$ cat src/rtl/sbdt_pkg.sv
package sbdt_pkg;

    // Result list bound per query
    localparam int MAX_RESULTS = 6;
    localparam int NF_W        = $clog2(MAX_RESULTS + 1);
    localparam int FI_W        = $clog2(MAX_RESULTS);
    localparam int UPC_W       = 4;

    // Microprogram step addresses
    typedef enum logic [UPC_W-1:0] {
        UP_IDLE  = 4'd0,
        UP_RJ    = 4'd1,
        UP_RRD   = 4'd2,
        UP_RWAIT = 4'd3,
        UP_RWR   = 4'd4,
        UP_RDONE = 4'd5,
        UP_QINIT = 4'd6,
        UP_QRD   = 4'd7,
        UP_QEV   = 4'd8,
        UP_EMIT  = 4'd9,
        UP_RET   = 4'd10,
        UP_ZERO  = 4'd11
    } t_upc;

    // Jump conditions; taken goes to the target, else fall through
    typedef enum logic [2:0] {
        JC_NEXT,
        JC_ALWAYS,
        JC_DISPATCH,
        JC_X_MORE,
        JC_J_MORE,
        JC_ZERO_Q,
        JC_EVAL_MORE,
        JC_EMIT_MORE
    } t_jc;

    // One control word
    typedef struct packed {
        logic sb_rd;     // read S-box entry at x, advance x
        logic row_wr;    // write transformed row at j, advance j
        logic eval;      // test row j against the query, advance j
        logic set_cur;   // mark ANF rows current
        logic q_init;    // start a query walk
        logic j_init;    // start a rebuild
        logic emit;      // put out one word of the found list
        logic emit_zero; // put out the zero-mask answer
        t_jc  jc;
        t_upc tgt;
    } t_ctl;

    // Control store
    function automatic t_ctl ucode(input t_upc u);
        t_ctl c;
        c = '{sb_rd: 1'b0, row_wr: 1'b0, eval: 1'b0, set_cur: 1'b0, q_init: 1'b0,
              j_init: 1'b0, emit: 1'b0, emit_zero: 1'b0, jc: JC_NEXT, tgt: UP_IDLE};
        unique case (u)
            UP_IDLE: begin
                c.jc = JC_DISPATCH;
            end
            UP_RJ: begin
                c.j_init = 1'b1;
            end
            UP_RRD: begin
                c.sb_rd = 1'b1;
                c.jc    = JC_X_MORE;
                c.tgt   = UP_RRD;
            end
            UP_RWAIT: begin
                c.jc = JC_NEXT;
            end
            UP_RWR: begin
                c.row_wr = 1'b1;
                c.jc     = JC_J_MORE;
                c.tgt    = UP_RRD;
            end
            UP_RDONE: begin
                c.set_cur = 1'b1;
            end
            UP_QINIT: begin
                c.q_init = 1'b1;
                c.jc     = JC_ZERO_Q;
                c.tgt    = UP_ZERO;
            end
            UP_QRD: begin
                c.jc = JC_NEXT;
            end
            UP_QEV: begin
                c.eval = 1'b1;
                c.jc   = JC_EVAL_MORE;
                c.tgt  = UP_QRD;
            end
            UP_EMIT: begin
                c.emit = 1'b1;
                c.jc   = JC_EMIT_MORE;
                c.tgt  = UP_EMIT;
            end
            UP_RET: begin
                c.jc  = JC_ALWAYS;
                c.tgt = UP_IDLE;
            end
            UP_ZERO: begin
                c.emit_zero = 1'b1;
                c.jc        = JC_ALWAYS;
                c.tgt       = UP_IDLE;
            end
            default: begin
                c.jc  = JC_ALWAYS;
                c.tgt = UP_IDLE;
            end
        endcase
        return c;
    endfunction

endpackage

$ cat src/rtl/sbox_division_trail_engine.sv
// S-box division trail engine. A load word (operation 0) writes one S-box
// entry and gives no result. A query word (operation 1) gives one to six
// result words in ascending out_mask order, each shown for one cycle with
// o_valid; the receiver cannot stall, and o_last marks the final word. A
// query runs a row walk that reads the ANF rows from memory one at a time
// and tests each against the query mask; the walk ends early once the sixth
// word is found, and a zero mask gives its single word without a walk. The
// first query after any load first rebuilds the ANF rows, with one S-box
// memory read per truth-table bit of each row. busy is high for the whole
// run; every S-box entry must be loaded before a query.
module sbox_division_trail_engine import sbdt_pkg::*; #(
    parameter int SBOX_BITS = 4
) (
    input  logic                 i_clk,
    input  logic                 i_rst_n,
    input  logic                 start,
    output logic                 busy,
    input  logic                 i_operation,
    input  logic [SBOX_BITS-1:0] i_entry_index,
    input  logic [SBOX_BITS-1:0] i_entry_value,
    input  logic [SBOX_BITS-1:0] i_query_mask,
    output logic                 o_valid,
    output logic [SBOX_BITS-1:0] o_in_mask,
    output logic [SBOX_BITS-1:0] o_out_mask,
    output logic                 o_found,
    output logic                 o_last
);

    localparam int N = 1 << SBOX_BITS;

    // Moebius transform of a truth table, one butterfly stage per input bit
    function automatic logic [N-1:0] mobius(input logic [N-1:0] tv);
        logic [N-1:0] a;
        a = tv;
        for (int k = 0; k < SBOX_BITS; k++) begin
            for (int x = 0; x < N; x++) begin
                if (((x >> k) & 1) == 1) begin
                    a[x] = a[x] ^ a[x ^ (1 << k)];
                end
            end
        end
        return a;
    endfunction

    t_upc                 r_upc, n_upc;
    t_ctl                 ctl;
    logic                 r_cur;
    logic [SBOX_BITS-1:0] r_x, r_xd, r_j, r_qmask;
    logic                 r_cap;
    logic [N-1:0]         r_t;
    logic [NF_W-1:0]      r_nf, r_e;
    logic [SBOX_BITS-1:0] r_found [MAX_RESULTS];

    logic                 acc;
    logic                 sb_we;
    logic [SBOX_BITS-1:0] sb_addr, sb_rdata;
    logic [N-1:0]         row_rdata;
    logic                 cov, minimal, hit, emit_last, take;

    assign ctl   = ucode(r_upc);
    assign busy  = (r_upc != UP_IDLE);
    assign acc   = start && !busy;
    assign sb_we = acc && !i_operation;

    // S-box table: written on load, swept by address x during rebuild
    assign sb_addr = ctl.sb_rd ? r_x : i_entry_index;

    sbdt_ram #(
        .WIDTH (SBOX_BITS),
        .DEPTH (N)
    ) u_sbox_ram (
        .i_clk   (i_clk),
        .i_we    (sb_we),
        .i_addr  (sb_addr),
        .i_wdata (i_entry_value),
        .o_rdata (sb_rdata)
    );

    // ANF rows, one per output mask j
    sbdt_ram #(
        .WIDTH (N),
        .DEPTH (N)
    ) u_row_ram (
        .i_clk   (i_clk),
        .i_we    (ctl.row_wr),
        .i_addr  (r_j),
        .i_wdata (mobius(r_t)),
        .o_rdata (row_rdata)
    );

    // Row test: some monomial covers the query, and no found mask is a subset
    always_comb begin
        cov     = 1'b0;
        minimal = 1'b1;
        for (int m = 0; m < N; m++) begin
            if (row_rdata[m] && ((SBOX_BITS'(m) & r_qmask) == r_qmask)) begin
                cov = 1'b1;
            end
        end
        for (int s = 0; s < MAX_RESULTS; s++) begin
            if ((NF_W'(s) < r_nf) && ((r_found[s] & r_j) == r_found[s])) begin
                minimal = 1'b0;
            end
        end
        hit = cov && minimal;
    end

    assign emit_last = (r_nf == '0) || (r_e == r_nf - NF_W'(1));

    // Sequencer next step
    always_comb begin
        unique case (ctl.jc)
            JC_NEXT:      take = 1'b0;
            JC_ALWAYS:    take = 1'b1;
            JC_DISPATCH:  take = 1'b0;
            JC_X_MORE:    take = (r_x != SBOX_BITS'(N - 1));
            JC_J_MORE:    take = (r_j != SBOX_BITS'(N - 1));
            JC_ZERO_Q:    take = (r_qmask == '0);
            JC_EVAL_MORE: take = (r_j != SBOX_BITS'(N - 1)) &&
                                 !(hit && (r_nf == NF_W'(MAX_RESULTS - 1)));
            JC_EMIT_MORE: take = !emit_last;
            default:      take = 1'b1;
        endcase
        if (ctl.jc == JC_DISPATCH) begin
            if (acc && i_operation) begin
                n_upc = r_cur ? UP_QINIT : UP_RJ;
            end else begin
                n_upc = UP_IDLE;
            end
        end else if (take) begin
            n_upc = ctl.tgt;
        end else begin
            n_upc = t_upc'(r_upc + UPC_W'(1));
        end
    end

    // Datapath and registered outputs
    always_ff @(posedge i_clk) begin
        if (!i_rst_n) begin
            r_upc   <= UP_IDLE;
            r_cur   <= 1'b0;
            r_cap   <= 1'b0;
            r_nf    <= '0;
            o_valid <= 1'b0;
        end else begin
            r_upc   <= n_upc;
            r_cap   <= ctl.sb_rd;
            r_xd    <= r_x;
            o_valid <= 1'b0;

            if (sb_we) begin
                r_cur <= 1'b0;
            end
            if (acc && i_operation) begin
                r_qmask <= i_query_mask;
            end
            if (ctl.set_cur) begin
                r_cur <= 1'b1;
            end

            // rebuild: truth table of the product of the bits in j
            if (ctl.j_init) begin
                r_j <= SBOX_BITS'(1);
                r_x <= '0;
            end
            if (ctl.sb_rd) begin
                r_x <= r_x + SBOX_BITS'(1);
            end
            if (r_cap) begin
                r_t[r_xd] <= ((sb_rdata & r_j) == r_j);
            end
            if (ctl.row_wr) begin
                r_j <= r_j + SBOX_BITS'(1);
                r_x <= '0;
            end

            // query walk
            if (ctl.q_init) begin
                r_j  <= SBOX_BITS'(1);
                r_nf <= '0;
                r_e  <= '0;
            end
            if (ctl.eval) begin
                r_j <= r_j + SBOX_BITS'(1);
                if (hit) begin
                    r_found[r_nf[FI_W-1:0]] <= r_j;
                    r_nf                    <= r_nf + NF_W'(1);
                end
            end

            // result words
            if (ctl.emit) begin
                o_valid    <= 1'b1;
                o_in_mask  <= r_qmask;
                o_out_mask <= (r_nf == '0) ? '0 : r_found[r_e[FI_W-1:0]];
                o_found    <= (r_nf != '0);
                o_last     <= emit_last;
                r_e        <= r_e + NF_W'(1);
            end
            if (ctl.emit_zero) begin
                o_valid    <= 1'b1;
                o_in_mask  <= '0;
                o_out_mask <= '0;
                o_found    <= 1'b1;
                o_last     <= 1'b1;
            end
        end
    end

`ifndef NO_ASSERTIONS
    a_valid_src: assert property (@(posedge i_clk) disable iff (!i_rst_n)
        o_valid |-> $past(r_upc == UP_EMIT || r_upc == UP_ZERO))
        else $error("result word without an emit step");

    a_last_gap: assert property (@(posedge i_clk) disable iff (!i_rst_n)
        (o_valid && o_last) |=> !o_valid)
        else $error("result word after the final word of a query");

    a_query_busy: assert property (@(posedge i_clk) disable iff (!i_rst_n)
        (acc && i_operation) |=> busy)
        else $error("query accepted but engine not busy");

    a_load_stale: assert property (@(posedge i_clk) disable iff (!i_rst_n)
        sb_we |=> !r_cur)
        else $error("ANF rows still marked current after a load");

    a_nf_bound: assert property (@(posedge i_clk) disable iff (!i_rst_n)
        ctl.emit |-> (r_nf <= NF_W'(MAX_RESULTS)))
        else $error("found list overran its bound");
`endif

endmodule

$ cat src/rtl/sbdt_ram.sv
module sbdt_ram #(
    parameter int WIDTH = 4,
    parameter int DEPTH = 16
) (
    input  logic                     i_clk,
    input  logic                     i_we,
    input  logic [$clog2(DEPTH)-1:0] i_addr,
    input  logic [WIDTH-1:0]         i_wdata,
    output logic [WIDTH-1:0]         o_rdata
);

    logic [WIDTH-1:0] r_mem [DEPTH];

    // Single port, registered read
    always_ff @(posedge i_clk) begin
        if (i_we) begin
            r_mem[i_addr] <= i_wdata;
        end
        o_rdata <= r_mem[i_addr];
    end

endmodule
$ cat config.mk
export PLATFORM = sky130hd
export DESIGN_NAME = sbox_division_trail_engine
export DESIGN_NICKNAME = d
export VERILOG_FILES = /design/src/rtl/sbdt_pkg.sv /design/src/rtl/sbox_division_trail_engine.sv /design/src/rtl/sbdt_ram.sv
export SDC_FILE = /design/constraint.sdc
export NUM_CORES = 1
export LEC_CHECK = 0
export BUFFER_PORTS_ARGS = -buffer_cell sky130_fd_sc_hd__buf_4
export CAP_MARGIN = 30
export CORE_MARGIN = 3
export CORE_UTILIZATION = 32
export DETAILED_ROUTE_END_ITERATION = 16
export PLACE_DENSITY_LB_ADDON = 0.15
export SLEW_MARGIN = 15
export SYNTH_ARGS = -nofsm -noshare
export SYNTH_HDL_FRONTEND = slang
export SYNTH_SLANG_ARGS = --single-unit
export TNS_END_PERCENT = 20
$ cat constraint.sdc
create_clock -name i_clk -period 3.8 [get_ports i_clk]
set_input_delay 0.38 -clock i_clk [delete_from_list [all_inputs] [get_ports i_clk]]
set_output_delay 0.38 -clock i_clk [all_outputs]
set_load 0.02 [all_outputs]
==> results of run 1 <==
where the power goes:
group          switching (mW)  internal [mW]
Clock                    1.80           2.38
Combinational           0.601          0.454
Sequential              0.132           5.28
metal layers:
metal	routed length [um]	global-route usage
met1	18500	0.204
met2	19200	0.229
met3	1630	0.0276
met4	936	0.0398
met5	0	0
area by class of cell:
type / count / area (um^2) / share of cell area
clock inverters: 23 / 205 / 0.0102
repair buffers: 77 / 608 / 0.0304
inverters: 16 / 60.1 / 0.00300
multi-input cells: 426 / 4510 / 0.225
flip-flops and latches: 430 / 12600 / 0.628
well taps: 688 / 861 / 0.0430
clock buffers: 59 / 1200 / 0.0599
critical path, stage by stage (launching register included):
cell and delay [ns]:
edfxtp_1 0.40, inv_1 0.37, a22oi_1 0.16, and3b_1 0.21
a41oi_1 0.35, o21ai_1 0.18, nor3_2 0.36, nand3_1 0.19
nor3_1 0.47
sequential cells by signal, indices dropped and copies added, names as in the netlist, 16 cells and up, named ones only:
name / flops
u_row_ram.o_rdata: 16
u_sbox_ram.r_mem: 64
r_found: 32
u_row_ram.r_mem: 256
r_t: 16
cell usage after synthesis, drive strengths merged (2+ instances only):
master	instances
a211oi	8
nor3	13
nand2	32
mux2i	14
o22ai	3
a211o	2
and3	4
a31oi	2
inv	15
xor2	9
nor2	76
or2	3
dfxtp	33
ha	14
a222oi	2
nand2b	5
and3b	2
o21a	4
buf	19
nand3	9
clkbuf	21
and2	7
a22o	3
mux4	104
edfxtp	397
nor4	3
or3	3
nor2b	13
xnor2	33
nand3b	7
a22oi	5
nor4b	2
a21boi	2
a21oi	19
o21ai	7
cell usage in the layout, fill, tap and decap left out, drive strengths merged, types with 5 or more instances in the layout:
| master | instances |
|---|---|
| ha | 14 |
| a211oi | 8 |
| dfxtp | 33 |
| buf | 73 |
| clkinv | 19 |
| nor3 | 13 |
| nor2 | 76 |
| xnor2 | 33 |
| edfxtp | 397 |
| clkbuf | 59 |
| mux4 | 104 |
| nand2b | 5 |
| mux2i | 14 |
| a22oi | 5 |
| a21oi | 19 |
| o21ai | 7 |
| nand2 | 32 |
| nand3 | 9 |
| nand3b | 7 |
| inv | 16 |
| and2 | 7 |
| nor2b | 13 |
| xor2 | 9 |
logic make-up (layout without fill, tap and decap cells):
group           count (synthesis)  count (layout)  share of synthesized area
xor+xnor                       42              42                     0.0213
mux                           118             118                      0.144
buf+inv                        56             175                     0.0141
compound gates                 69              69                     0.0292
flops                         430             430                      0.729
fa+ha+maj                      14              14                     0.0102
simple gates                  183             183                     0.0521
how the worst min path moves through the flow:
stage	cells past startpoint	endpoint	from	slack, ns
after detailed placement	2	r_cur	r_cur	0.50
after global placement	2	r_cur	r_cur	0.50
after floorplan	2	r_cur	r_cur	0.47
after global routing	1	u_sbox_ram.r_mem[9][0]	i_entry_value[0]	0.12
final	1	u_sbox_ram.r_mem[9][0]	i_entry_value[0]	0.12
after CTS	1	u_sbox_ram.r_mem[9][0]	i_entry_value[0]	0.09
metrics by stage:
stage	worst slack (ns)	util
detailed placement	0.708	0.351
global placement	0.707	0.350
floorplan	0.721	-
finish	0.749	0.378
global route	0.417	0.378
CTS	0.700	0.378
timing repair:
item	4_1_cts	5_1_grt
hold buffers	4	0
hold endpoints to repair	4	0
buffers inserted	0	0
==> impl_metrics.csv, run 1 <==
group,metric,value,unit
outcome,status,"complete, no violations",
cells_and_area,drive_above_1_share,0.265,
synth,yosysWarningCount,0,
timing,post-route-period-util,0.803,
power,power.leakage,6.47,nW
global_routing,antenna_found_initial,0,
route,num_vias,8464,
clock_tree,ctsResizeCount,0,
timing,finalSetupViolations,0,
cells_and_area,fin_nets,1027,
timing,clock.fmax,328,MHz
timing,drv_slew,0,
floorplanning,core-area,0.0530,mm^2
clock_tree,cts-htree-levels,2,
placement,dp_hpwl,24.4,mm
floorplanning,die_x,238,um
timing,relSlewSlack,0.441,
timing,whs,0.123,ns
timing,tightest_slew,0.836,ns
synth,ys_seq_elements,430,
floorplanning,die_y,238,um
worst_setup_path,ff2ff_path_depth,8,
worst_setup_path,crit_end,"r_found[6][3]",
timing,final-hold-violation-count,0,
synth,postSynthCellCount,912,
worst_setup_path,setup.worst_path.start,"r_j[0]",
synth,syn-cell-area,0.0173,mm^2
timing,final.setup.tns,0,ns
route,drt-wirelength-per-cell,23.4,um
worst_setup_path,r2r_start,"r_j[0]",
worst_setup_path,critPathMaxFanout,9,
global_routing,grt_pass1_vias,8865,
placement,port-buffer-count,27,
route,avgViaCountPerCell,4.92,
synth,async_flop_share,0,
floorplanning,ios,28,
min_path,min_path_type,"in -> reg",
route,dr.pass1.iters,5,
global_routing,grt_pass1_wl,59.8,mm
global_routing,grt-ovfl-total,0,
worst_setup_path,arrival,3.26,ns
power,power-per-cell-area,531,mW/mm^2
clock_tree,cts_tree,"yes",
route,drt_iter0_drc,644,
placement,gp_congestion,0.738,
synth,syn_avg_cell_area,18.9,um^2
clock_tree,clock_sinks,430,
cells_and_area,post-route-cell-area,0.0200,mm^2
floorplanning,num_rows,84,
global_routing,track_usage,0.144,
worst_setup_path,r2r_end,"r_found[6][3]",
synth,yosys.area.top_type,"edfxtp_1",
route,drtAntennaViolNets,0,
clock_tree,cts_buffers,46,
cells_and_area,antenna_cells,0,
floorplanning,start_util,0.326,
flow_run,maxCapViolations,0,
worst_setup_path,worstSetupStartpointType,"flop",
route,routed_wl,40.3,mm
placement,place_inst,1633,
clock_tree,cts_buffer_depth,3,
worst_setup_path,crit_type,"reg -> reg",
clock_tree,clk_latency,0.58,ns
worst_setup_path,crit_path_end_kind,"flop",
power,ir_drop,0.000378,V
clock_tree,path_clk_slew,0.06,ns
cells_and_area,fin_cells,1719,
synth,synth_area_leaders,"edfxtp_1 (69%), mux4_2 (14%), dfxtp_1 (3.8%)",
synth,ys_types,68,
synth,syn_nets,942,
worst_setup_path,required,4.01,ns
placement,detailed_place.area,0.0186,mm^2
cells_and_area,nFillCells,4962,
synth,synth-seq-area-share,0.729,
synth,synthFlopType,"edfxtp_1",
cells_and_area,layout-area-overhead-vs-synth,16.1,%
clock_tree,cts-root-buf,"clkbuf_16",
route,drc_errors,0,
worst_setup_path,r2r_slack,0.75,ns
timing,finalCriticalPeriod,3.05,ns
global_routing,grt_start_max_net_pins,43,
floorplanning,dieArea,0.0567,mm^2
synth,synth-edff-count,397,
timing,fin_skew,0.0270,ns
timing,rsz0062_at_grt,"false",
synth,yosys.area.top_type_share,0.691,
power,p_total,10.6,mW
(Power assumes the default switching activity.)
==> inputs of run 2 (changes only) <==
==> constraint.sdc (replaced) <==
create_clock -name i_clk -period 2.9 [get_ports i_clk]
set_input_delay 0.29 -clock i_clk [delete_from_list [all_inputs] [get_ports i_clk]]
set_output_delay 0.29 -clock i_clk [all_outputs]
set_load 0.02 [all_outputs]
==> run 2 against run 1 <==
Effect of this change: clock-buffer cell count increased by 14; sequential share of layout area decreased by 1.8 points; setup slack got worse by 0.53 ns; cell count increased by 3.1%; register-to-register slack got worse by 0.53 ns; largest power group unchanged.
==> impl_metrics.csv, run 2 (synthesis results as in run 1) <==
group,metric,value,unit
floorplanning,ios,28,
floorplanning,die_y,238,um
floorplanning,num_rows,84,
placement,place_inst,1677,
cells_and_area,fin_cells,1772,
timing,post-route-period-util,0.926,
route,drc_errors,0,
cells_and_area,largest-register,"u_row_ram.r_mem",
floorplanning,dieArea,0.0567,mm^2
placement,dp_hpwl,26.3,mm
timing,tightest_slew,0.861,ns
floorplanning,die_x,238,um
timing,drv_slew,0,
outcome,status,"complete, no violations",
clock_tree,cts_buffer_depth,3,
timing,final.setup.tns,0,ns
timing,clock.fmax,372,MHz
cells_and_area,drive_above_1_share,0.305,
power,p_total,14.8,mW
worst_setup_path,required,3.11,ns
timing,finalCriticalPeriod,2.69,ns
timing,rsz0062_at_grt,"true",
cells_and_area,antenna_cells,0,
global_routing,grt_pass1_wl,60.2,mm
cells_and_area,fin_nets,1074,
worst_setup_path,arrival,2.90,ns
cells_and_area,largest_reg_flops,256,
worst_setup_path,crit_path_end_kind,"flop",
route,drt_iter0_drc,716,
placement,port-buffer-count,27,
placement,gp_congestion,0.767,
cells_and_area,final_common_cell,"edfxtp_1",
route,avgViaCountPerCell,4.89,
power,ir_drop,0.000408,V
route,routed_wl,40.4,mm
clock_tree,clk_latency,0.58,ns
timing,relSlewSlack,0.426,
route,drt-wirelength-per-cell,22.8,um
global_routing,grt_pass1_vias,9004,
global_routing,grt-ovfl-total,0,
clock_tree,cts-root-buf,"clkbuf_16",
global_routing,grt_start_max_net_pins,45,
route,dr.pass1.iters,4,
power,power-per-cell-area,716,mW/mm^2
cells_and_area,fin_util,0.389,
timing,finalSetupViolations,0,
route,num_vias,8666,
clock_tree,cts-htree-levels,2,
cells_and_area,nFillCells,4879,
floorplanning,core-area,0.0530,mm^2
flow_run,maxCapViolations,0,
clock_tree,clock_sinks,430,
timing,final-hold-violation-count,0,
floorplanning,start_util,0.326,
route,drtAntennaViolNets,0,
clock_tree,cts_tree,"yes",
clock_tree,path_clk_slew,0.06,ns
power,power.leakage,6.83,nW
min_path,min_path_type,"in -> reg",
worst_setup_path,critPathMaxFanout,6,
worst_setup_path,crit_type,"reg -> reg",
timing,fin_skew,0.0273,ns
cells_and_area,final_cell_mix,"edfxtp_1 (397), buf_4 (114), mux4_2 (104)",
clock_tree,post-cts-setup-buffers,0,
global_routing,antenna_found_initial,1,
worst_setup_path,worstSetupStartpointType,"flop",
global_routing,track_usage,0.144,
cells_and_area,layout-area-overhead-vs-synth,19.6,%
clock_tree,cts_buffers,48,
## run 2: cell type report
class                           count  area [um^2]  share of cell area
Multi-Input combinational cell    426         4500               0.218
Inverter                           16         60.1             0.00291
Clock buffer                       73         1440              0.0696
Tap cell                          688          861              0.0417
Sequential cell                   430        12600               0.610
Clock inverter                     17          221              0.0107
Timing Repair Buffer              122          967              0.0469
## run 2: worst paths after layout
path / from / end / slack, ns / cells after the start
setup / recovery: r_j[0] / r_found[6][0] / 0.21 / 8
hold / removal: i_entry_value[0] / u_sbox_ram.r_mem[5][0] / 0.04 / 1
hold reg to reg: r_cur / r_cur / 0.50 / 2
setup reg to reg: r_j[0] / r_found[6][0] / 0.21 / 8
## run 2: timing repair
item / CTS / global route
hold endpoints to repair: 4 / 0
setup endpoints to repair: 0 / 8
hold buffers: 4 / 0
resized for setup: 0 / 1
## run 2: critical path, stage by stage, from the launching register on
cell and delay [ns]:
edfxtp_1 0.43, inv_1 0.22, a222oi_1 0.16, a21bo_2 0.23
a211oi_2 0.22, o21ai_1 0.14, nor3_2 0.26, nand3_1 0.13
nor3_1 0.54
## run 2: power by group
part / internal (mW) / total [mW] / switching (mW)
Sequential: 6.92 / 7.04 / 0.124
Clock: 3.78 / 6.23 / 2.44
Combinational: 0.674 / 1.51 / 0.839
Total: 11.4 / 14.8 / 3.41
## run 2: through the flow
| step | hold WS (ns) | setup slack (ns) | area [um^2] |
|---|---|---|---|
| 5_1_grt | 0.0328 | -0.0278 | 20600 |
| 3_3_place_gp | 0.469 | 0.0709 | 18900 |
| 2_1_floorplan | 0.389 | 0.0736 | 17300 |
| 4_1_cts | 0.00702 | 0.222 | 20600 |
| 6_report | 0.0425 | 0.214 | 20600 |
| 3_5_place_dp | 0.473 | 0.232 | 18900 |
## run 2: metal layers
layer / wire (um) / up-vias / GRT usage
li1: - / 3911 / -
met1: 19300 / 4536 / 0.212
met2: 18800 / 157 / 0.222
met3: 1400 / 60 / 0.0235
met4: 852 / 2 / 0.0388
met5: 13 / - / 0
